<file path="src/rtl/kscd_pkg.sv">
`timescale 1ns / 1ps

package kscd_pkg;

	// design size
	localparam int CHANNELS      = 8;
	localparam int FRACTION_BITS = 12;

	// fixed field widths
	localparam int CHAN_W     = 3;
	localparam int SAMPLE_W   = 12;
	localparam int KNOB_W     = 24;
	localparam int ALPHA_W    = 16;
	localparam int THRESH_W   = 24;
	localparam int COUNT_W    = 4;
	localparam int CFG_IDX_W  = 2;
	localparam int CFG_DATA_W = 24;

	// filter arithmetic
	localparam int ALPHA_SHIFT = 16;
	localparam int VAL_W       = SAMPLE_W + FRACTION_BITS;
	localparam int CMP_W       = (VAL_W > THRESH_W) ? VAL_W : THRESH_W;
	localparam int PROD_W      = VAL_W + ALPHA_W + 2;
	localparam int STEP_W      = PROD_W - ALPHA_SHIFT;
	localparam int CH_IDX_W    = (CHANNELS > 1) ? $clog2(CHANNELS) : 1;

	// front-to-back queue
	localparam int QUEUE_DEPTH = 2;
	localparam int QPTR_W      = (QUEUE_DEPTH > 1) ? $clog2(QUEUE_DEPTH) : 1;
	localparam int QCNT_W      = $clog2(QUEUE_DEPTH + 1);

	// register indexes
	localparam logic [CFG_IDX_W-1:0] CFG_ALPHA     = 2'd0;
	localparam logic [CFG_IDX_W-1:0] CFG_THRESHOLD = 2'd1;
	localparam logic [CFG_IDX_W-1:0] CFG_COUNT     = 2'd2;

	// register reset values
	localparam logic [ALPHA_W-1:0]  ALPHA_RST  = 16'd6554;
	localparam logic [THRESH_W-1:0] THRESH_RST = 24'd167936;
	localparam logic [COUNT_W-1:0]  COUNT_RST  = 4'd8;

	// largest knob value seen on the port
	localparam logic [VAL_W-1:0] VAL_MAX = {{SAMPLE_W{1'b1}}, {FRACTION_BITS{1'b0}}};
	localparam logic [KNOB_W-1:0] KNOB_MAX = (VAL_W > KNOB_W) ? {KNOB_W{1'b1}} :
		KNOB_W'(VAL_MAX);

	typedef logic [CHAN_W-1:0]   chan_t;
	typedef logic [CH_IDX_W-1:0] ch_idx_t;
	typedef logic [VAL_W-1:0]    value_t;

	typedef struct packed {
		chan_t               channel;
		logic [SAMPLE_W-1:0] raw_sample;
		logic                queue_ready;
	} sample_word_t;

	typedef struct packed {
		chan_t             knob_channel;
		logic [KNOB_W-1:0] knob_value;
	} knob_word_t;

	// settings the back end needs
	typedef struct packed {
		logic [ALPHA_W-1:0]  alpha;
		logic [THRESH_W-1:0] threshold;
	} back_cfg_t;

	// queue head as seen by the back end
	typedef struct packed {
		logic         valid;
		sample_word_t word;
	} q_head_t;

endpackage

</file>
<file path="src/rtl/knob_smoothing_change_detector.sv">
`timescale 1ns / 1ps

// Per-channel knob smoother with change reporting. Each sample word carries a channel, a
// 12-bit converter reading and the downstream queue_ready flag; the channel's Q12.12 filter
// value moves toward the reading by alpha/65536 (floor rounding), and a knob word goes out
// when the channel was never reported or the filter value moved strictly more than the
// threshold from the last reported value, and only if queue_ready was set. Samples for
// channels at or above channel_count are taken and dropped. Rate: one sample per cycle
// while the result register is free, except that a sample for the same channel as the one
// in the evaluate stage waits until that stage moves on, since that channel's filter value
// is read, multiplied and written back through a two-stage loop (multiply on queue pop, add
// and compare in the evaluate stage). A two-entry queue between the input and the filter
// lets each side stall on its own. The user must write configuration only while the block
// is idle; the block itself does not enforce this.
module knob_smoothing_change_detector import kscd_pkg::*; (
	input  logic                  clk,
	input  logic                  arst_n,
	input  logic                  sample_valid,
	output logic                  sample_stall,
	input  sample_word_t          sample,
	output logic                  knob_valid,
	input  logic                  knob_stall,
	output knob_word_t            knob,
	input  logic                  cfg_we,
	input  logic [CFG_IDX_W-1:0]  cfg_index,
	input  logic [CFG_DATA_W-1:0] cfg_data
);

	logic [ALPHA_W-1:0]  alpha_q;
	logic [THRESH_W-1:0] thresh_q;
	logic [COUNT_W-1:0]  count_q;

	back_cfg_t    back_cfg;
	logic         push;
	sample_word_t push_word;
	logic         q_full;
	q_head_t      head;
	logic         pop;

	// configuration registers
	always_ff @(posedge clk or negedge arst_n) begin
		if (!arst_n) begin
			alpha_q  <= ALPHA_RST;
			thresh_q <= THRESH_RST;
			count_q  <= COUNT_RST;
		end else if (cfg_we) begin
			case (cfg_index)
				CFG_ALPHA:     alpha_q  <= cfg_data[ALPHA_W-1:0];
				CFG_THRESHOLD: thresh_q <= cfg_data[THRESH_W-1:0];
				CFG_COUNT:     count_q  <= cfg_data[COUNT_W-1:0];
				default: ;
			endcase
		end
	end

	assign back_cfg.alpha     = alpha_q;
	assign back_cfg.threshold = thresh_q;

	kscd_front u_front (
		.sample_valid  (sample_valid),
		.sample_stall  (sample_stall),
		.sample        (sample),
		.channel_count (count_q),
		.q_full        (q_full),
		.push          (push),
		.push_word     (push_word)
	);

	kscd_queue u_queue (
		.clk       (clk),
		.arst_n    (arst_n),
		.push      (push),
		.push_word (push_word),
		.full      (q_full),
		.head      (head),
		.pop       (pop)
	);

	kscd_back u_back (
		.clk        (clk),
		.arst_n     (arst_n),
		.cfg        (back_cfg),
		.head       (head),
		.pop        (pop),
		.knob_valid (knob_valid),
		.knob_stall (knob_stall),
		.knob       (knob)
	);

endmodule

</file>
<file path="src/rtl/kscd_front.sv">
`timescale 1ns / 1ps

module kscd_front import kscd_pkg::*; (
	input  logic               sample_valid,
	output logic               sample_stall,
	input  sample_word_t       sample,
	input  logic [COUNT_W-1:0] channel_count,
	input  logic               q_full,
	output logic               push,
	output sample_word_t       push_word
);

	logic in_range;

	// samples for unused channels are taken and dropped here
	assign in_range = (int'(sample.channel) < int'(channel_count)) &&
		(int'(sample.channel) < CHANNELS);

	assign sample_stall = q_full;
	assign push         = sample_valid && !q_full && in_range;
	assign push_word    = sample;

endmodule

</file>
<file path="src/rtl/kscd_queue.sv">
`timescale 1ns / 1ps

module kscd_queue import kscd_pkg::*; (
	input  logic         clk,
	input  logic         arst_n,
	input  logic         push,
	input  sample_word_t push_word,
	output logic         full,
	output q_head_t      head,
	input  logic         pop
);

	sample_word_t      entry_q [QUEUE_DEPTH];
	logic [QPTR_W-1:0] wr_ptr_q;
	logic [QPTR_W-1:0] rd_ptr_q;
	logic [QCNT_W-1:0] count_q;

	assign full       = (count_q == QCNT_W'(QUEUE_DEPTH));
	assign head.valid = (count_q != '0);
	assign head.word  = entry_q[rd_ptr_q];

	// storage, no reset needed
	always_ff @(posedge clk) begin
		if (push) begin
			entry_q[wr_ptr_q] <= push_word;
		end
	end

	// pointers and fill count
	always_ff @(posedge clk or negedge arst_n) begin
		if (!arst_n) begin
			wr_ptr_q <= '0;
			rd_ptr_q <= '0;
			count_q  <= '0;
		end else begin
			if (push) begin
				wr_ptr_q <= (wr_ptr_q == QPTR_W'(QUEUE_DEPTH - 1)) ? '0 : wr_ptr_q + 1'b1;
			end
			if (pop) begin
				rd_ptr_q <= (rd_ptr_q == QPTR_W'(QUEUE_DEPTH - 1)) ? '0 : rd_ptr_q + 1'b1;
			end
			if (push && !pop) begin
				count_q <= count_q + 1'b1;
			end else if (pop && !push) begin
				count_q <= count_q - 1'b1;
			end
		end
	end

endmodule

</file>
<file path="src/rtl/kscd_back.sv">
`timescale 1ns / 1ps

module kscd_back import kscd_pkg::*; (
	input  logic       clk,
	input  logic       arst_n,
	input  back_cfg_t  cfg,
	input  q_head_t    head,
	output logic       pop,
	output logic       knob_valid,
	input  logic       knob_stall,
	output knob_word_t knob
);

	// per-channel state
	value_t              filt_q [CHANNELS];
	value_t              last_q [CHANNELS];
	logic [CHANNELS-1:0] sent_q;

	// evaluate stage
	logic                     s1_valid_q;
	chan_t                    chan_s1;
	logic                     ready_s1;
	value_t                   cur_s1;
	logic signed [STEP_W-1:0] step_s1;

	// result register
	logic       out_valid_q;
	knob_word_t out_word_q;

	ch_idx_t                  head_idx;
	ch_idx_t                  idx_s1;
	value_t                   head_cur;
	value_t                   target;
	logic signed [VAL_W:0]    diff;
	logic signed [PROD_W-1:0] prod;
	logic signed [STEP_W-1:0] sum;
	value_t                   new_cur;
	value_t                   last_cur;
	value_t                   gap;
	logic                     over;
	logic                     send;
	logic                     out_free;
	logic                     hazard;
	logic                     s1_take;

	assign head_idx = ch_idx_t'(head.word.channel);
	assign idx_s1   = ch_idx_t'(chan_s1);

	// result register frees when empty or being taken
	assign out_free = !out_valid_q || !knob_stall;
	assign s1_take  = !s1_valid_q || out_free;

	// same channel in evaluate: filter value not written back yet
	assign hazard = s1_valid_q && (chan_s1 == head.word.channel);
	assign pop    = head.valid && !hazard && s1_take;

	// pop stage: step = floor(alpha * (target - cur) / 2^16)
	assign head_cur = filt_q[head_idx];
	assign target   = {head.word.raw_sample, {FRACTION_BITS{1'b0}}};
	assign diff     = $signed({1'b0, target}) - $signed({1'b0, head_cur});
	assign prod     = $signed({1'b0, cfg.alpha}) * diff;

	always_ff @(posedge clk or negedge arst_n) begin
		if (!arst_n) begin
			s1_valid_q <= 1'b0;
		end else if (s1_take) begin
			s1_valid_q <= pop;
		end
	end

	always_ff @(posedge clk) begin
		if (pop) begin
			chan_s1  <= head.word.channel;
			ready_s1 <= head.word.queue_ready;
			cur_s1   <= head_cur;
			step_s1  <= prod[PROD_W-1:ALPHA_SHIFT];
		end
	end

	// evaluate stage: new filter value and dead-band test
	assign sum      = $signed({2'b00, cur_s1}) + step_s1;
	assign new_cur  = sum[VAL_W-1:0];
	assign last_cur = last_q[idx_s1];
	assign gap      = (new_cur >= last_cur) ? (new_cur - last_cur) : (last_cur - new_cur);
	assign over     = CMP_W'(gap) > CMP_W'(cfg.threshold);
	assign send     = s1_valid_q && out_free && ready_s1 && (!sent_q[idx_s1] || over);

	// channel state write-back
	always_ff @(posedge clk or negedge arst_n) begin
		if (!arst_n) begin
			for (int i = 0; i < CHANNELS; i++) begin
				filt_q[i] <= '0;
				last_q[i] <= '0;
			end
			sent_q <= '0;
		end else begin
			if (s1_valid_q && out_free) begin
				filt_q[idx_s1] <= new_cur;
			end
			if (send) begin
				last_q[idx_s1] <= new_cur;
				sent_q[idx_s1] <= 1'b1;
			end
		end
	end

	// result register
	always_ff @(posedge clk or negedge arst_n) begin
		if (!arst_n) begin
			out_valid_q <= 1'b0;
		end else if (out_free) begin
			out_valid_q <= send;
		end
	end

	always_ff @(posedge clk) begin
		if (send) begin
			out_word_q.knob_channel <= chan_s1;
			out_word_q.knob_value   <= KNOB_W'(new_cur);
		end
	end

	assign knob_valid = out_valid_q;
	assign knob       = out_word_q;

endmodule

</file>
<file path="config.mk">
export PLATFORM = sky130hd
export DESIGN_NAME = knob_smoothing_change_detector
export DESIGN_NICKNAME = d
export VERILOG_FILES = /design/src/rtl/kscd_pkg.sv /design/src/rtl/knob_smoothing_change_detector.sv /design/src/rtl/kscd_front.sv /design/src/rtl/kscd_queue.sv /design/src/rtl/kscd_back.sv
export SDC_FILE = /design/constraint.sdc
export NUM_CORES = 2
export LEC_CHECK = 0
export BUFFER_PORTS_ARGS = -buffer_cell sky130_fd_sc_hd__buf_4
export CAP_MARGIN = 20
export CORE_MARGIN = 4
export CORE_UTILIZATION = 30
export CTS_CLUSTER_DIAMETER = 100
export DETAILED_ROUTE_END_ITERATION = 10
export PLACE_DENSITY_LB_ADDON = 0.1
export SLEW_MARGIN = 20
export SYNTH_ARGS = -nofsm -noshare
export SYNTH_HDL_FRONTEND = slang
export SYNTH_SLANG_ARGS = --single-unit
</file>
<file path="constraint.sdc">
create_clock -name clk -period 12.8 [get_ports clk]
set_input_delay 2.56 -clock clk [delete_from_list [all_inputs] [get_ports clk]]
set_output_delay 2.56 -clock clk [all_outputs]
set_load 0.02 [all_outputs]
</file>
==> impl_metrics.csv <==
group,metric,value,unit
cts,cts_hold_buf,0,
placement,numPlacedInstances,6175,
route,drt_iter0_markers,1851,
timing,fin_worst_skew,0.0213,ns
placement,place_congestion,0.806,
timing,relSlewSlack,20.6,%
logic_synthesis,synth_top_area_cell,"dfrtp_1",
cts,cts_made_buffers,61,
route,wire_per_inst,20.9,um
floorplanning,core.rowCount,136,
cts,post-cts-setup-buffer-count,0,
setup_path,cp_num_buf_inv,5,
cts,cts_max_path_buffers,3,
floorplanning,die_h,381,um
final_layout,area_growth,11.9,%
setup_path,slowest_stage,"xnor2_2",
logic_synthesis,synth.top_cell.area_share,25.8,%
setup_path,critPathLaunch,"u_queue.rd_ptr_q$_DFFE_PN0P_",
final_layout,stdcell_count,6291,
setup_path,end_kind,"flop",
grt,track_usage,18.2,%
grt,grt_max_degree,147,
route,drc,0,
cts,cts_tree,"done",
timing,layout_min_cycle_time,11.64,ns
placement,dp_hpwl,94900,um
cts,cts.sinks,553,
timing,hold_viol,0,
logic_synthesis,async_flop_share,79.9,%
cts,clk_pin_slew,0.06,ns
logic_synthesis,syn-num-nets,5026,
floorplanning,initial_core_util,30.3,%
route,final_antenna_net_count,0,
setup_path,r2r_start,"u_queue.rd_ptr_q$_DFFE_PN0P_",
setup_path,crit_type,"reg -> reg",
cts,h-tree-depth,2,
final_layout,multi_input_area,0.0243,mm2
setup_path,crit_family,"adder cells",
setup_path,reg2reg_slack,1.16,ns
logic_synthesis,netlist_instances,4393,
route,first_pass_iters,6,
cts,clk_latency,0.64,ns
final_layout,nets,5008,
min_path,hp-class,"reg -> reg",
final_layout,regArea,0.0144,mm2
outcome,status,"finished, final reports clean",
logic_synthesis,yosys_warnings,0,
timing,tightest_slew,1.18,ns
timing,tns,0,ns
timing,grt_setup_unrepaired,"false",
timing,maxSlewViolCount,0,
placement,port_buffers,75,
logic_synthesis,synthDistinctLibCells,78,
setup_path,cp_max_fo,26,
setup_path,endpoint,"u_back.step_s1[23]$_DFFE_PP_",
cts,cts-root-buf,"clkbuf_16",
route,via_per_inst,4.81,
logic_synthesis,ys_seq_area_share,34.5,%
cts,cts_resized,0,
floorplanning,core_area,0.138,mm2
timing,timing.fmax,85.9,MHz
final_layout,fillCellCount,14300,
floorplanning,dieArea,0.145,mm2
floorplanning,ios,76,
logic_synthesis,synth-seq-cells,553,
grt,grt_remaining_overflow,0,
grt,grt_pass1_wl,203000,um
setup_path,cp.required,13.18,ns
setup_path,slowest_delay,0.78,ns
grt,antenna_found_initial,5,
setup_path,start_kind,"flop",
logic_synthesis,syn_avg_cell_area,9.52,um2
setup_path,arrival,12.02,ns
route,drt-total-wl,132000,um
setup_path,r2r_end,"u_back.step_s1[23]$_DFFE_PP_",
logic_synthesis,synth_edf_count,111,
timing,min_period_over_period,90.9,%
grt,first_global_vias,31600,
logic_synthesis,synth.cell_area,0.0418,mm2
final_layout,layout-drive-gt1-share,10.2,%
timing,setup_viol,0,
setup_path,path_depth,32,
logic_synthesis,synth.area.top_cells,"dfrtp_1 26%, fa_1 18%, edfxtp_1 8.0%, nand2_1 6.8%, ha_1 6.2%",
floorplanning,die_x,381,um
flow_run,drv_cap,0,
setup_path,timing.critical_path.mode_cell,"fa_1",
min_path,hold_path.startpoint,"u_back.sent_q[0]$_DFFE_PN0P_",
route,via_count,30200,
setup_path,worst-r2r-cell-count,32,
logic_synthesis,ys.flop_type,"dfrtp_1",
==> cell type report <==
cell class / instances / area share [%]
Clock inverter: 31 / 0.615
Multi-Input combinational cell: 2977 / 51.9
Timing Repair Buffer: 193 / 3.19
Tap cell: 1863 / 4.98
Clock buffer: 84 / 3.80
Antenna cell: 1 / 0.00535
Sequential cell: 553 / 30.8
Inverter: 589 / 4.73
==> state kept, by name (all words and copies together), names as in the netlist, 2 cells and up <==
register         cells
u_back.cur_s1       24
thresh_q            24
u_queue.count_q      2
u_queue.entry_q     32
alpha_q             16
u_back.last_q      192
u_back.knob         27
count_q              4
u_back.step_s1      24
u_back.sent_q        8
u_back.filt_q      192
u_back.chan_s1       3
==> stage by stage <==
step | hold slack, ns | util, % | setup slack (ns) | area, um2
2_1_floorplan | 0.424 | - | 2.54 | 41800
3_3_place_gp | 0.449 | 32.4 | 1.25 | 44700
3_5_place_dp | 0.456 | 32.4 | 1.10 | 44700
4_1_cts | 0.471 | 33.9 | 1.05 | 46800
5_1_grt | 0.496 | 33.9 | 0.438 | 46800
6_report | 0.470 | 33.9 | 1.16 | 46800
==> worst register-to-register path, delay by kind of cell (launching register included) <==
kind / cells / cell delay (ns)
flops: 1 / 0.68
mux: 2 / 0.95
fa+ha+maj: 8 / 3.52
buf+inv: 5 / 0.92
compound gates: 10 / 3.15
simple gates: 5 / 1.18
xor+xnor: 2 / 1.01
==> logic make-up after synthesis <==
logic type,count (synthesis),synth area share (%)
buf+inv,863,7.85
fa+ha+maj,586,24.4
simple gates,1233,13.5
xor+xnor,108,2.35
mux,137,4.37
flops,553,34.5
compound gates,913,13.1
==> synth_stat cells (all sizes together) (66+ instances only) <==
library cell and count:
o21ai 478, and2 141, a21o 66, edfxtp 111
a21oi 100, ha 206, fa 380, xnor2 69
mux2 74, dfrtp 431, nor2 90, clkbuf 249
nand2 759, inv 588, a22oi 98
==> how the worst min path moves through the flow <==
stage          cells after the start                             end  slack [ns]
2_1_floorplan                      0       u_back.knob[24]$_DFFE_PP_        0.42
3_3_place_gp                       1    u_back.sent_q[5]$_DFFE_PN0P_        0.45
3_5_place_dp                       1    u_back.sent_q[0]$_DFFE_PN0P_        0.46
4_1_cts                            1    u_back.sent_q[0]$_DFFE_PN0P_        0.47
5_1_grt                            2  u_back.last_q[114]$_DFFE_PN0P_        0.50
6_report                           1    u_back.sent_q[0]$_DFFE_PN0P_        0.47
==> layer usage <==
metal / GRT usage [%] / wire length (um)
met2: 29.2 / 60100
met3: 2.05 / 4520
met5: 0 / 0
met4: 4.21 / 3170
met1: 26.5 / 63900
==> cells in the final DEF (no fill, tap or decap), types with 24 or more instances in the layout <==
| cell | count |
|---|---|
| a21o_1 | 66 |
| a21oi_1 | 96 |
| a22oi_1 | 98 |
| a31oi_1 | 26 |
| and2_1 | 141 |
| and4_1 | 26 |
| buf_4 | 189 |
| clkbuf_16 | 64 |
| dfrtp_1 | 431 |
| edfxtp_1 | 111 |
| fa_1 | 380 |
| ha_1 | 206 |
| inv_1 | 585 |
| mux2_2 | 74 |
| mux2i_1 | 33 |
| mux4_2 | 27 |
| nand2_1 | 759 |
| nand2b_1 | 40 |
| nand4_1 | 35 |
| nor2_1 | 86 |
| nor2b_1 | 38 |
| nor3_1 | 24 |
| o21ai_0 | 474 |
| xnor2_1 | 58 |
| xor2_1 | 34 |
Power is not shown: default switching activity piles up to over one toggle a cycle in this logic, so the estimate is an artifact.
